## src/rtl/drg_pkg.sv

```systemverilog
// Shared types and constants of the dual Galois LFSR random generator.
// No dependencies; used by every module of the block.
package drg_pkg;

   localparam int LONG_W  = 32;
   localparam int SHORT_W = 31;
   localparam int WORD_W  = 32;

   // Reset values of the tap masks and the two shift registers
   localparam logic [LONG_W-1:0]  TAPS_LONG_RST  = 32'hB4BC_D35C;
   localparam logic [SHORT_W-1:0] TAPS_SHORT_RST = 31'h7A5B_C2E3;
   localparam logic [LONG_W-1:0]  LONG_RST       = 32'hDEAD_BEEF;
   localparam logic [SHORT_W-1:0] SHORT_RST      = 31'h2345_6789;

   // Configuration register indexes
   localparam logic CSR_TAPS_LONG  = 1'b0;
   localparam logic CSR_TAPS_SHORT = 1'b1;

   // Request opcodes; the fourth code is unused and ignored
   typedef enum logic [1:0] {
      OP_SEED  = 2'd0,
      OP_DRAW  = 2'd1,
      OP_RANGE = 2'd2
   } op_type;

   // Control of the LFSR pair
   typedef struct packed {
      logic              load;
      logic              advance;
      logic [WORD_W-1:0] seed;
   } lfsr_ctl_type;

   // Start of a remainder computation
   typedef struct packed {
      logic              start;
      logic [WORD_W-1:0] dividend;
      logic [WORD_W-1:0] divisor;
   } rem_req_type;

   // Remainder result, valid for one cycle with done
   typedef struct packed {
      logic              done;
      logic [WORD_W-1:0] remainder;
   } rem_rsp_type;

endpackage

```

## src/rtl/drg_lfsr.sv

```systemverilog
// Tap mask registers and the pair of right-shifting Galois LFSRs.
// Depends on drg_pkg.
module drg_lfsr import drg_pkg::*; (
   input  logic               clock,
   input  logic               reset,
   input  logic               csr_valid,
   input  logic               csr_index,
   input  logic [WORD_W-1:0]  csr_data,
   input  lfsr_ctl_type       ctl,
   output logic [WORD_W-1:0]  mix
);

   logic [LONG_W-1:0]  taps_long_ff;
   logic [SHORT_W-1:0] taps_short_ff;
   logic [LONG_W-1:0]  long_ff;
   logic [LONG_W-1:0]  long_in;
   logic [LONG_W-1:0]  long_half;
   logic [SHORT_W-1:0] short_ff;
   logic [SHORT_W-1:0] short_in;

   // Shift the long register twice and the short register once
   always_comb begin
      long_half = (long_ff >> 1) ^ (long_ff[0] ? taps_long_ff : '0);
      long_in   = (long_half >> 1) ^ (long_half[0] ? taps_long_ff : '0);
      short_in  = (short_ff >> 1) ^ (short_ff[0] ? taps_short_ff : '0);
   end

   // Combine the two registers into the output word
   assign mix = long_ff ^ {1'b0, short_ff};

   // Hold taps and state; load on seed, advance on draw
   always_ff @(posedge clock) begin
      if (reset) begin
         taps_long_ff  <= TAPS_LONG_RST;
         taps_short_ff <= TAPS_SHORT_RST;
         long_ff       <= LONG_RST;
         short_ff      <= SHORT_RST;
      end else begin
         if (csr_valid) begin
            if (csr_index == CSR_TAPS_LONG) begin
               taps_long_ff <= csr_data;
            end else begin
               taps_short_ff <= csr_data[SHORT_W-1:0];
            end
         end
         if (ctl.load) begin
            long_ff  <= ctl.seed;
            short_ff <= ctl.seed[WORD_W-1:1];
         end else if (ctl.advance) begin
            long_ff  <= long_in;
            short_ff <= short_in;
         end
      end
   end

endmodule

```

## src/rtl/drg_rem.sv

```systemverilog
// Iterative restoring remainder unit: one dividend bit per cycle.
// Depends on drg_pkg.
module drg_rem import drg_pkg::*; (
   input  logic        clock,
   input  logic        reset,
   input  rem_req_type req,
   output rem_rsp_type rsp
);

   localparam int CNT_W = $clog2(WORD_W);

   logic                busy_ff;
   logic                done_ff;
   logic [CNT_W-1:0]    count_ff;
   logic [WORD_W-1:0]   dividend_ff;
   logic [WORD_W-1:0]   divisor_ff;
   logic [WORD_W-1:0]   rem_ff;
   logic [WORD_W-1:0]   rem_in;
   logic [WORD_W:0]     shifted;
   logic [WORD_W:0]     diff;
   logic                fits;

   // Bring down the next dividend bit and try one subtract
   always_comb begin
      shifted = {rem_ff, dividend_ff[WORD_W-1]};
      diff    = shifted - {1'b0, divisor_ff};
      fits    = shifted >= {1'b0, divisor_ff};
      rem_in  = fits ? diff[WORD_W-1:0] : shifted[WORD_W-1:0];
   end

   // Step the sequence: start, iterate over all bits, pulse done
   always_ff @(posedge clock) begin
      if (reset) begin
         busy_ff  <= 1'b0;
         done_ff  <= 1'b0;
         count_ff <= '0;
      end else begin
         done_ff <= 1'b0;
         if (req.start) begin
            busy_ff  <= 1'b1;
            count_ff <= '0;
         end else if (busy_ff) begin
            count_ff <= count_ff + 1'b1;
            if (count_ff == CNT_W'(WORD_W - 1)) begin
               busy_ff <= 1'b0;
               done_ff <= 1'b1;
            end
         end
      end
   end

   // Datapath registers
   always_ff @(posedge clock) begin
      if (req.start) begin
         dividend_ff <= req.dividend;
         divisor_ff  <= req.divisor;
         rem_ff      <= '0;
      end else if (busy_ff) begin
         dividend_ff <= {dividend_ff[WORD_W-2:0], 1'b0};
         rem_ff      <= rem_in;
      end
   end

   assign rsp.done      = done_ff;
   assign rsp.remainder = rem_ff;

   // A finished remainder is below the divisor
   assert property (@(posedge clock) disable iff (reset)
      done_ff |-> rem_ff < divisor_ff)
      else $error("remainder not below divisor");

   // No restart while iterating
   assert property (@(posedge clock) disable iff (reset)
      req.start |-> !busy_ff)
      else $error("remainder unit started while busy");

   // Done follows only the last iteration
   assert property (@(posedge clock) disable iff (reset)
      done_ff |-> $past(busy_ff) && !busy_ff)
      else $error("done without a finished iteration");

endmodule

```

## src/rtl/dual_lfsr_random_generator_top.sv

```systemverilog
// Top level of the dual Galois LFSR random generator: sequencer and output register.
// Depends on drg_pkg, drg_lfsr and drg_rem.
//
// A seed request loads the LFSR pair and gives no response. A plain draw
// passes through the draw and output states into the output register. A
// bounded draw with a nonzero span also waits in the divide state, where
// the remainder unit resolves one dividend bit per cycle. The request side stalls
// during reset and while a draw is in progress, and is free again once the
// result has moved into the output register, so a new request is taken while
// the response still waits for the consumer. Tap masks are written through
// the csr port, which is ready whenever reset is low; write them only while
// the block is idle.
module dual_lfsr_random_generator_top import drg_pkg::*; (
   input  logic               clock,
   input  logic               reset,
   input  logic               req_valid,
   output logic               req_stall,
   input  logic [1:0]         req_op,
   input  logic [WORD_W-1:0]  req_seed_value,
   input  logic [WORD_W-1:0]  req_low_bound,
   input  logic [WORD_W-1:0]  req_high_bound,
   output logic               rsp_valid,
   input  logic               rsp_stall,
   output logic [WORD_W-1:0]  rsp_value,
   input  logic               csr_valid,
   output logic               csr_ready,
   input  logic               csr_index,
   input  logic [WORD_W-1:0]  csr_data
);

   typedef enum logic [1:0] {
      S_IDLE,
      S_DRAW,
      S_DIV,
      S_OUT
   } state_type;

   state_type          state_ff;
   logic               range_ff;
   logic [WORD_W-1:0]  low_ff;
   logic [WORD_W-1:0]  span_ff;
   logic [WORD_W-1:0]  result_ff;
   logic               rsp_valid_ff;
   logic [WORD_W-1:0]  rsp_value_ff;
   logic               req_xfer;
   logic               out_free;
   logic [WORD_W-1:0]  mix;
   lfsr_ctl_type       lfsr_ctl;
   rem_req_type        rem_req;
   rem_rsp_type        rem_rsp;

   assign req_stall = reset || state_ff != S_IDLE;
   assign req_xfer  = req_valid && !req_stall;
   assign out_free  = !rsp_valid_ff || !rsp_stall;
   assign csr_ready = !reset;
   assign rsp_valid = rsp_valid_ff;
   assign rsp_value = rsp_value_ff;

   // Drive the LFSR pair from the accepted request
   always_comb begin
      lfsr_ctl      = '0;
      lfsr_ctl.seed = req_seed_value;
      if (req_xfer) begin
         case (req_op)
            OP_SEED: lfsr_ctl.load = 1'b1;
            OP_DRAW, OP_RANGE: lfsr_ctl.advance = 1'b1;
            default: lfsr_ctl.load = 1'b0;
         endcase
      end
   end

   // Start the remainder unit for a bounded draw with a nonzero span
   always_comb begin
      rem_req.start    = state_ff == S_DRAW && range_ff && span_ff != '0;
      rem_req.dividend = mix;
      rem_req.divisor  = span_ff;
   end

   drg_lfsr u_lfsr (
      .clock     (clock),
      .reset     (reset),
      .csr_valid (csr_valid),
      .csr_index (csr_index),
      .csr_data  (csr_data),
      .ctl       (lfsr_ctl),
      .mix       (mix)
   );

   drg_rem u_rem (
      .clock (clock),
      .reset (reset),
      .req   (rem_req),
      .rsp   (rem_rsp)
   );

   // Sequencer state and output register
   always_ff @(posedge clock) begin
      if (reset) begin
         state_ff     <= S_IDLE;
         rsp_valid_ff <= 1'b0;
      end else begin
         // Load the output register when it frees; drop valid after its transfer
         if (state_ff == S_OUT && out_free) begin
            rsp_valid_ff <= 1'b1;
            rsp_value_ff <= result_ff;
         end else if (rsp_valid_ff && !rsp_stall) begin
            rsp_valid_ff <= 1'b0;
         end
         case (state_ff)
            S_IDLE: begin
               if (req_xfer && (req_op == OP_DRAW || req_op == OP_RANGE)) begin
                  state_ff <= S_DRAW;
               end
            end
            S_DRAW: begin
               state_ff <= rem_req.start ? S_DIV : S_OUT;
            end
            S_DIV: begin
               if (rem_rsp.done) begin
                  state_ff <= S_OUT;
               end
            end
            S_OUT: begin
               if (out_free) begin
                  state_ff <= S_IDLE;
               end
            end
            default: state_ff <= S_IDLE;
         endcase
      end
   end

   // Capture operands and results
   always_ff @(posedge clock) begin
      if (req_xfer) begin
         range_ff <= req_op == OP_RANGE;
         low_ff   <= req_low_bound;
         span_ff  <= req_high_bound + 32'd1 - req_low_bound;
      end
      if (state_ff == S_DRAW) begin
         result_ff <= mix;
      end
      if (state_ff == S_DIV && rem_rsp.done) begin
         result_ff <= rem_rsp.remainder + low_ff;
      end
   end

   // Remainder results arrive only while waiting on them
   assert property (@(posedge clock) disable iff (reset)
      rem_rsp.done |-> state_ff == S_DIV)
      else $error("remainder done outside divide state");

   // A draw transfer enters the draw state next
   assert property (@(posedge clock) disable iff (reset)
      req_xfer && (req_op == OP_DRAW || req_op == OP_RANGE) |=> state_ff == S_DRAW)
      else $error("draw transfer did not start a draw");

   // A blocked result holds until the output register frees
   assert property (@(posedge clock) disable iff (reset)
      state_ff == S_OUT && !out_free |=> state_ff == S_OUT && $stable(result_ff))
      else $error("pending result lost");

endmodule
```

## config.mk

```make
export PLATFORM = sky130hd
export DESIGN_NAME = dual_lfsr_random_generator_top
export DESIGN_NICKNAME = d
export VERILOG_FILES = /design/src/rtl/drg_pkg.sv /design/src/rtl/drg_lfsr.sv /design/src/rtl/drg_rem.sv /design/src/rtl/dual_lfsr_random_generator_top.sv
export SDC_FILE = /design/constraint.sdc
export NUM_CORES = 1
export LEC_CHECK = 0
export ABC_AREA = 0
export BUFFER_PORTS_ARGS = -buffer_cell sky130_fd_sc_hd__buf_2
export CAP_MARGIN = 10
export CORE_ASPECT_RATIO = 0.5
export CORE_MARGIN = 5
export CORE_UTILIZATION = 34
export CTS_CLUSTER_DIAMETER = 200
export CTS_CLUSTER_SIZE = 8
export DETAILED_ROUTE_END_ITERATION = 8
export PLACE_DENSITY = 0.51
export SLEW_MARGIN = 10
export SYNTH_ARGS = -nofsm -noshare
export SYNTH_HDL_FRONTEND = slang
export SYNTH_HIERARCHICAL = 1
export SYNTH_SLANG_ARGS = --single-unit
```

## constraint.sdc

```tcl
create_clock -name clock -period 11.1 [get_ports clock]
set_input_delay 0.555 -clock clock [delete_from_list [all_inputs] [get_ports clock]]
set_output_delay 0.555 -clock clock [all_outputs]
set_load 0.01 [all_outputs]
```

### Yosys cells after proc, flatten, opt, wreduce, memory -nomap -nowiden

Cells that the tools add are included.

| word-level totals | value |
|---|---|
| logic and storage cells | 94 |
| bits in read-only memories | 0 |
| output and inout bits | 35 |
| memories kept | 0 |
| bits in latches | 0 |
| register bits after elaboration | 361 |
| bits in writable memories | 0 |

| cells by class | value |
|---|---|
| reduce and logical (&&, ||, !) cells | 29 |
| multipliers | 0 |
| divide/modulo/power cells | 0 |
| shift-type cells | 0 |
| bitwise logic cells | 7 |
| magnitude comparators | 1 |
| equal/unequal tests | 9 |
| $add $sub $neg | 5 |
| multiplexer cells | 26 |

Operator list:

| kind | count |
|---|---|
| 32-bit 2-to-1 mux | 9 |
| 31-bit 2-to-1 mux | 3 |
| 32-bit subtractor | 2 |
| 31-bit by 32-bit XOR with 32-bit output | 2 |
| 33-bit by 32-bit >= comparator with 1-bit output | 1 |
| 32-bit by 1-bit adder with 32-bit output, second input constant | 1 |
| 32-bit adder | 1 |
| 32-bit nonzero test | 1 |
| 32-bit by 31-bit XOR with 32-bit output | 1 |
| 30-bit by 31-bit XOR with 31-bit output | 1 |
| 2-bit nonzero test | 5 |
| 1-bit 2-to-1 mux | 9 |
| 2-bit 2-to-1 mux | 4 |
| 2-bit one-hot mux with 4 select lines | 1 |
| 1-bit logical AND | 7 |
| 2-bit equality test, second input constant | 3 |
| 2-bit AND reduction | 3 |
| 5-bit by 1-bit adder with 5-bit output, second input constant | 1 |
| 5-bit equality test, second input constant | 1 |
| 2-bit by 1-bit equality test with 1-bit output, second input constant | 2 |
| 1-bit zero test | 4 |
| 2-bit zero test | 2 |
| 2-bit != test, second input constant | 2 |
| 2-bit OR reduction | 2 |
| other kinds (5) | 9 |

### Longest topological paths before layout

Gate-level depths: netlist of the first run.

| logic depth | value |
|---|---|
| depth in word-level cells | 7 |
| mapped depth | 13 |

### Cells and area by module

The synthesis of the first run kept the hierarchy.

Modules (own cells, without submodules):

| module | instances | cells each | seq. area each (um^2) | area an instance (um^2) |
|---|---|---|---|---|
| dual_lfsr_random_generator_top | 1 | 763 | 3933.8 | 8319.2 |
| drg_lfsr | 1 | 961 | 2522.4 | 7155.6 |
| drg_rem | 1 | 585 | 2702.6 | 5977.0 |

### Worst setup path before layout of the first run

No wires, ideal clock.

| timing | value |
|---|---|
| kind | input port to flip-flop |
| start point | input port reset |
| end point | register u_lfsr.long_ff[28] |
| data required time | 10.955 ns |
| path slack | 7.342 ns |
| stages | 8 |
| arrival time | 3.614 ns |
| cell sequence | inv_1 > and3_1 > and2_1 > clkbuf_1 > buf_2 > buf_1 > nand4b_1 > o2111ai_1 |

RTL lines:

| what | RTL line | source |
|---|---|---|
| start: declaration | dual_lfsr_random_generator_top.sv:15 | `input logic reset,` |
| end signal: assignment | drg_lfsr.sv:47 | `long_ff <= ctl.seed;` |
| end signal: assignment | drg_lfsr.sv:50 | `long_ff <= long_in;` |
| end: declaration | drg_lfsr.sv:15 | `logic [LONG_W-1:0] long_ff;` |

==> results_dict.tcl, run 1 <==
set metrics [dict create \
    rsz0062_at_grt "no" \
    min_path_type "input port to flip-flop" \
    grt_pass1_vias 16400 \
    min_from "req_low_bound[2]" \
    slew_violations 0 \
    fin_util_pct 38.8 \
    drtAntennaViolNets 0 \
    synthCells 2309 \
    routed_via_density 5.25 \
    regArea_mm2 0.00916 \
    hold_ws_ns 0.173 \
    drive_above_1_share_pct 13.5 \
    clk_path_buf_depth 3 \
    cts_tree "built" \
    fin_skew_ns 0.0255 \
    core-area_mm2 0.0628 \
    grt_util_all_layers_pct 17.5 \
    final_common_cell "nand2_1" \
    port-buffer-count 170 \
    cts_setup_buffers 0 \
    r2r_end "u_lfsr/long_ff[20]" \
    whs_endpoint "low_ff[2]" \
    slew_headroom_pct 34.7 \
    yosysWarnings 6 \
    drt-total-wl_um 61600 \
    path_class "flip-flop to flip-flop" \
    power_density_mw_per_mm2 228 \
    crit_chain "inv_1 -> ha_1 -> and3_2 -> buf_4 -> and2_4 -> buf_4 -> nand2b_1 -> nor2_1 -> buf_4 -> a21o_1" \
    r2r_start "state_ff[1]" \
    cts.sinks 361 \
    final-setup-viol-count 0 \
    dpl_worst_slack_ns 6.96 \
    die_h_um 188 \
    final_cell_mix "nand2_1, edfxtp_1, a21oi_1" \
    areaGrowthSynthToFinish_pct 13.6 \
    multi_input_area_mm2 0.0113 \
    final.setup.tns_ns 0 \
    dr.pass1.iters 5 \
    drtIter0Drc 1331 \
    hold_violations 0 \
    clock-root-buffer "clkbuf_16" \
    synth_edf_count 193 \
    syn_area_per_cell_um2 9.29 \
    post-route-period-util_pct 33.8 \
    netlist_area_mm2 0.0215 \
    initial_utilization_pct 34.2 \
    fmax_ghz 0.267 \
    crit_path_end_kind "flip-flop" \
    grt_max_degree 97 \
    antenna_found_initial 5 \
    status "finished clean" \
    nets 2676 \
    fill_cells 6384 \
    vias 17200 \
    reg2reg_slack_ns 7.35 \
    critical-path-slowest-cell "buf_4" \
    io_pins 171 \
    place_congestion 0.828 \
    htree_levels 2 \
    crit_path_start_kind "flip-flop" \
    drv_cap 0 \
    rows 65 \
    cts_resized 0 \
    grt_overflow_total 0 \
    grt_pass1_wl_um 95600 \
    die-area_mm2 0.0685 \
    worstSkewPairLatency_ns 0.58 \
    ctsHoldBuffers 0 \
    setup_ws_ns 7.35 \
    ys_seq_area_share_pct 42.7 \
    fin_crit_ns 3.75 \
    ys.flop_type "edfxtp_1" \
    reg2reg_depth 10 \
    drc 0 \
    wl_per_cell_um 18.8 \
    max_stage_delay_ns 0.75 \
    dp_hpwl_um 44700 \
    ys_async_sr_fraction_pct 0 \
    cts.clk_slew.worst_paths_ns 0.05 \
    worstPathArrival_ns 4.22 \
    power.leakage_nw 10.0 \
    timing.critical_path.required_ns 11.57 \
    die_w_um 365 \
    peakVddDrop_uv 126 \
    synth_seq_cells 361 \
    hold_path_depth 1 \
    worst_slew_pin_slew_ns 0.979 \
    crit_fanout 96 \
    crit_top_cell "buf_4" \
    ys_types 93 \
    syn_nets 2580 \
    cts_buffers 51 \
]
==> cells in the mapped netlist, types with 15 or more instances <==
library cell / number / area share (%)
nand2_1: 328 / 5.7
edfxtp_1: 193 / 27
a21oi_1: 174 / 4.1
dfxtp_1: 168 / 16
ha_1: 132 / 7.7
nor2_1: 126 / 2.2
xor2_1: 112 / 4.6
o21ai_0: 108 / 2.5
inv_1: 106 / 1.9
clkbuf_1: 105 / 1.8
nand3_1: 69 / 1.6
a211oi_1: 57 / 2.0
xnor2_1: 51 / 2.1
a21o_1: 50 / 1.7
mux2_2: 36 / 1.9
a31oi_1: 35 / 1.0
nand2b_1: 27 / 0.79
nand4_1: 27 / 0.79
and3_1: 26 / 0.76
mux2i_1: 26 / 1.2
nor3_1: 24 / 0.56
buf_2: 19 / 0.44
o32ai_1: 19 / 0.78
nor3b_1: 15 / 0.52
==> metrics by stage <==
step / instance area [µm²] / instances / total power, W
5_1_grt: 24400 / 3275 / 0.00591
2_1_floorplan: 21500 / 2309 / 0.00347
4_1_cts: 24400 / 3275 / 0.00558
6_report: 24400 / 3276 / 0.00555
3_5_place_dp: 22900 / 3189 / 0.00407
3_3_place_gp: 22900 / 3189 / 0.00406
==> area by class of cell <==
| cell class | instances | share of cell area, % |
|---|---|---|
| Antenna cell | 1 | 0.0103 |
| Clock buffer | 83 | 5.82 |
| Clock inverter | 3 | 0.241 |
| Inverter | 107 | 1.65 |
| Multi-Input combinational cell | 1693 | 46.2 |
| Sequential cell | 361 | 37.6 |
| Tap cell | 837 | 4.30 |
| Timing Repair Buffer | 191 | 4.15 |
==> power by group <==
part           total, W  switching (W)  internal, W
clock network   0.00147       0.000605     0.000867
registers       0.00194       0.000224      0.00172
logic           0.00213        0.00130     0.000833
total           0.00555        0.00213      0.00342
==> per-layer routing <==
| metal | up-vias | global-route usage, % | wire [µm] |
|---|---|---|---|
| li1 | 8555 | - | - |
| met1 | 8179 | 25.4 | 29900 |
| met2 | 369 | 27.3 | 27300 |
| met3 | 87 | 3.20 | 3110 |
| met4 | 8 | 3.94 | 1260 |
| met5 | - | 0 | 66 |
==> cells by family (layout without fill, tap and decap cells) <==
| group | Yosys count | count (layout) | synth area share (%) |
|---|---|---|---|
| compound gates | 591 | 591 | 18.0 |
| xor+xnor | 163 | 163 | 6.66 |
| fa+ha+maj | 135 | 135 | 7.98 |
| buf+inv | 255 | 384 | 4.88 |
| flops | 361 | 361 | 42.7 |
| mux | 62 | 62 | 3.10 |
| other cells | 0 | 1 | 0 |
| simple gates | 742 | 742 | 16.7 |
==> critical path, delay by kind of cell (launching register included) <==
| kind | cells | cell delay [ns] |
|---|---|---|
| buffers and inverters | 4 | 1.77 |
| adder cells (fa/ha/maj) | 1 | 0.23 |
| AO/OA/AOI/OAI | 1 | 0.19 |
| AND/OR/NAND/NOR | 4 | 1.04 |
| flip-flops | 1 | 0.33 |
==> worst max-delay path by stage <==
| stage | start | to |
|---|---|---|
| floorplan | reset | u_lfsr/long_ff[28] |
| detailed placement | reset | u_lfsr/long_ff[20] |
| global route | state_ff[0] | u_lfsr/long_ff[20] |
| CTS | state_ff[1] | u_lfsr/long_ff[20] |
| global placement | reset | u_lfsr/long_ff[20] |
| finish | state_ff[1] | u_lfsr/long_ff[20] |
No activity file was read; power rests on OpenSTA's default activity.
==> run 2, diff against run 1 <==
PLACE_DENSITY = 0.53   (was 0.51)
clock period = 3.2 ns   (was 11.1 ns; I/O delays follow)
==> run 2 against run 1 <==
Combinational power increased to 3.7 times the previous value. Setup slack got worse by 7.2 ns. Design area increased by 5.9%. Clock-buffer cell count increased by 2. Maximum frequency increased by 21%. Critical path depth increased by 1. Sequential share of layout area decreased by 2.1 points. Sequential cell count unchanged. Sequential power increased to 3.4 times the previous value.
==> results_dict.tcl, run 2 (synthesis gave the netlist of run 1 again) <==
set metrics [dict create \
    peakVddDrop_uv 420 \
    multi_input_area_mm2 0.0113 \
    fmax_ghz 0.324 \
    fin_crit_ns 3.09 \
    drt-total-wl_um 63700 \
    clk_path_buf_depth 3 \
    die-area_mm2 0.0685 \
    intPower_w 0.0122 \
    seqPwrFrac_pct 33.6 \
    drtIter0Drc 1336 \
    dp_hpwl_um 46400 \
    areaGrowthSynthToFinish_pct 20.3 \
    grt_max_degree 66 \
    worstSkewPairLatency_ns 0.58 \
    drc 0 \
    htree_levels 2 \
    r2r_start "low_ff[0]" \
    drtAntennaViolNets 0 \
    power_density_mw_per_mm2 762 \
    rows 65 \
    grt_util_all_layers_pct 18.0 \
    initial_utilization_pct 34.2 \
    hold_ws_ns 0.0118 \
    timing.critical_path.required_ns 3.52 \
    cts_buffers 51 \
    power.leakage_nw 10.7 \
    final-setup-viol-count 0 \
    clock-root-buffer "clkbuf_16" \
    post-route-period-util_pct 96.4 \
    fin_util_pct 41.1 \
    worst_slew_pin_slew_ns 1.00 \
    fin_skew_ns 0.0220 \
    fill_cells 6213 \
    vias 17800 \
    cts.sinks 361 \
    grt_pass1_wl_um 98400 \
    clockPowerShare_pct 25.9 \
    cts_setup_buffers 0 \
    grt_overflow_total 0 \
    combPwrFrac_pct 40.5 \
    min_path_type "input port to flip-flop" \
    hold_violations 0 \
    reg2reg_slack_ns 0.11 \
    crit_path_end_kind "flip-flop" \
    die_w_um 365 \
    core-area_mm2 0.0628 \
    grt_pass1_vias 17000 \
    port-buffer-count 170 \
    status "finished clean" \
    regArea_mm2 0.00916 \
    dr.pass1.iters 5 \
    final.setup.tns_ns 0 \
    drive_above_1_share_pct 14.7 \
    slew_violations 0 \
    wl_per_cell_um 18.6 \
    path_class "flip-flop to flip-flop" \
    final_cell_mix "nand2_1, edfxtp_1, a21oi_1" \
    routed_via_density 5.18 \
    worstPathArrival_ns 3.40 \
    min_from "req_seed_value[19]" \
    io_pins 171 \
    crit_path_start_kind "flip-flop" \
    crit_fanout 4 \
    antenna_found_initial 0 \
    power_switching_share_pct 37.9 \
    switching_power_w 0.00746 \
    cts_tree "built" \
    crit_start "low_ff[0]" \
    nets 2825 \
    place_congestion 0.840 \
    final_common_cell "nand2_1" \
    drv_cap 0 \
    die_h_um 188 \
    cts.clk_slew.worst_paths_ns 0.05 \
    slew_headroom_pct 33.4 \
]
[run 2: cell count changes in the layout (fill, tap and decap cells not counted), moves of 2 or more]
cell / previous run / this run
buf_12: 0 / 2
dlygate4sd3_1: 0 / 100
buf_4: 22 / 68
clkbuf_1: 31 / 33
[run 2: layout make-up]
| class | instances | share of cell area, % |
|---|---|---|
| antenna | 1 | 0.00970 |
| clock buffer | 85 | 5.52 |
| clock inverter | 3 | 0.228 |
| inverter | 107 | 1.56 |
| multi-input combinational | 1693 | 43.8 |
| sequential | 361 | 35.5 |
| tap | 837 | 4.06 |
| timing repair buffer | 340 | 9.34 |
[run 2: through the flow]
stage	setup slack, ns	instance area (µm²)	power, W	std cells
2_1_floorplan	0.270	21500	0.0120	2309
3_3_place_gp	0.111	23300	0.0144	3238
3_5_place_dp	0.0374	23300	0.0144	3238
4_1_cts	0.0616	25800	0.0197	3426
5_1_grt	-0.0147	25800	0.0209	3426
6_report	0.115	25800	0.0197	3427
[run 2: worst paths after layout]
path / end / cells past startpoint
setup reg to reg: result_ff[26] / 11
hold / removal: u_lfsr/short_ff[18] / 4
hold reg to reg: rsp_value[16] / 0
setup / recovery: result_ff[26] / 11
[run 2: critical path: stages, from the launching register on]
cell      delay, ns
edfxtp_1       0.38
ha_1           0.26
fa_1           0.42
a21o_1         0.20
a21o_1         0.21
a31oi_1        0.17
buf_4          0.16
a311o_1        0.27
o221ai_2       0.16
a31oi_1        0.25
xor2_1         0.24
o21ai_0        0.12
[run 2: per-layer routing]
layer	part of all wire (%)	global-route usage (%)	up-vias	wire length, µm
met4	2.6	5.08	0	1660
met3	4.5	2.71	85	2870
met5	0	0	-	0
li1	-	-	8848	-
met2	45	28.1	388	28400
met1	48	25.8	8430	30800
[run 2: what timing repair did]
item                                   4_1_cts  5_1_grt
gates resized for setup                      0        6
setup endpoints to repair                    0       13
endpoints found under the hold margin      151        0
hold buffers                               100        0
[run 2: power by group through the flow]
stage                     logic (W)  clock network [W]  registers [W]
after floorplan             0.00564                  0        0.00641
after global placement      0.00772                  0        0.00669
after detailed placement    0.00772                  0        0.00670
after CTS                   0.00788            0.00524        0.00661
after global routing        0.00877            0.00545        0.00669
final                       0.00797            0.00509        0.00661
==> run 3, diff against run 2 <==
MAX_ROUTING_LAYER = met4   (was default)
==> run 3 against run 2 <==
Non-clock buffer count up 3. Routed wire length down 0.45%. Via count down 0.30%. First-iteration DRC count up 12%. Combinational power up 0.6%. Critical endpoint is now span_ff[25].
==> results_dict.tcl, run 3 (synthesis gave the netlist of run 1 again) <==
set metrics [dict create \
    status "finished clean" \
    grt_max_degree 91 \
    fin_crit_ns 3.04 \
    top_usage_layer "met2" \
    die-area_mm2 0.0685 \
    die_w_um 365 \
    crit_chain "dlygate4sd3_1 -> buf_2 -> ha_1 -> inv_1 -> ha_1 -> fa_1 -> a21o_1 -> a21o_1 -> a21oi_2 -> o21ai_2 -> a221oi_4 -> buf_12 -> o31ai_2 -> a31oi_1 -> xnor2_1" \
    grt_pass1_vias 17100 \
    port-buffer-count 170 \
    hold_violations 0 \
    drive_above_1_share_pct 14.9 \
    dp_hpwl_um 46500 \
    drv_cap 0 \
    drc 0 \
    crit_fanout 4 \
    drtAntennaViolNets 0 \
    die_h_um 188 \
    dr.pass1.iters 5 \
    slew_violations 0 \
    path_class "input port to flip-flop" \
    max_stage_delay_ns 0.54 \
    final.setup.tns_ns 0 \
    wl_per_cell_um 18.5 \
    cts.clk_slew.worst_paths_ns 0.05 \
    initial_utilization_pct 34.2 \
    crit_path_end_kind "flip-flop" \
    worst_slew_pin_slew_ns 0.987 \
    gr-usage-met3_pct 2.83 \
    final_common_cell "nand2_1" \
    io_pins 171 \
    vias 17700 \
    slew_headroom_pct 34.2 \
    fin_skew_ns 0.0335 \
    rsz0062_at_grt "no" \
    place_congestion 0.855 \
    power_density_mw_per_mm2 764 \
    clock-root-buffer "clkbuf_16" \
    drt-total-wl_um 63400 \
    worstPathArrival_ns 3.36 \
    rows 65 \
    peakVddDrop_uv 470 \
    cts.sinks 361 \
    min_path_type "input port to flip-flop" \
    htree_levels 2 \
    clk_path_buf_depth 3 \
    antenna_found_initial 0 \
    critical-path-slowest-cell "dlygate4sd3_1" \
    grt_util_all_layers_pct 18.5 \
    met2_usage_pct 28.1 \
    post-route-period-util_pct 95.0 \
    grt_pass1_wl_um 98100 \
    dpl_worst_slack_ns 0.0651 \
    timing.critical_path.required_ns 3.52 \
    power.leakage_nw 10.7 \
    cts_tree "built" \
    areaGrowthSynthToFinish_pct 20.4 \
    grt_overflow_total 0 \
    final_cell_mix "nand2_1, edfxtp_1, a21oi_1" \
    use_met1_pct 25.8 \
    cts_buffers 51 \
    nets 2828 \
    core-area_mm2 0.0628 \
    final-setup-viol-count 0 \
    worstSkewPairLatency_ns 0.60 \
    fmax_ghz 0.329 \
    routed_via_density 5.16 \
    crit_path_start_kind "input port" \
    drtIter0Drc 1494 \
    setup_ws_ns 0.159 \
]
==> run 3: routing by layer <==
| metal | share of wire, % | vias up |
|---|---|---|
| li1 | - | 8858 |
| met1 | 49 | 8357 |
| met2 | 45 | 386 |
| met3 | 4.4 | 97 |
| met4 | 2.5 | 0 |
| met5 | 0 | - |
==> run 3: layout make-up <==
class                           instances  area, µm²
Antenna cell                            1       2.50
Clock buffer                           84       1420
Clock inverter                          3       58.8
Fill cell                            6221      37000
Inverter                              107        402
Multi-Input combinational cell       1693      11300
Sequential cell                       361       9160
Tap cell                              837       1050
Timing Repair Buffer                  343       2430
==> run 3: worst paths after layout <==
| check | cells after the start | slack (ns) | from | to |
|---|---|---|---|---|
| max | 15 | 0.16 | req_low_bound[1] | span_ff[25] |
| min | 4 | 0.006 | req_seed_value[19] | u_lfsr/short_ff[18] |
| max reg2reg | 12 | 0.17 | u_rem/dividend_ff[31] | u_rem/rem_ff[26] |
| min reg2reg | 0 | 0.41 | result_ff[5] | rsp_value[5] |
==> run 3: what timing repair did <==
| action | in CTS | in global routing |
|---|---|---|
| resized for setup | 0 | 9 |
| setup buffers | 0 | 2 |
| hold endpoints to repair | 152 | 0 |
| hold buffers | 99 | 0 |
| endpoints found under the setup margin | 0 | 12 |
==> run 3: power breakdown <==
group | total (W) | switching (W) | internal, W
Sequential | 0.00663 | 0.000673 | 0.00595
Clock | 0.00509 | 0.00208 | 0.00301
Combinational | 0.00802 | 0.00474 | 0.00328
==> run 3: per-stage QoR <==
| step | area [µm²] | util, % | cells | hold WS, ns | total power (W) |
|---|---|---|---|---|---|
| after floorplan | 21500 | - | 2309 | 0.232 | 0.0120 |
| after global placement | 23300 | 37.1 | 3240 | 0.355 | 0.0144 |
| after detailed placement | 23300 | 37.1 | 3240 | 0.361 | 0.0144 |
| after CTS | 25800 | 41.1 | 3426 | 0.00202 | 0.0197 |
| after global routing | 25800 | 41.1 | 3428 | 0.0471 | 0.0210 |
| final | 25800 | 41.1 | 3429 | 0.00560 | 0.0197 |
==> run 3: critical path, delay by kind of cell <==
family	cells	cell delay (ns)
xor+xnor	1	0.08
buf+inv	4	0.86
compound gates	7	1.31
fa+ha+maj	3	0.94
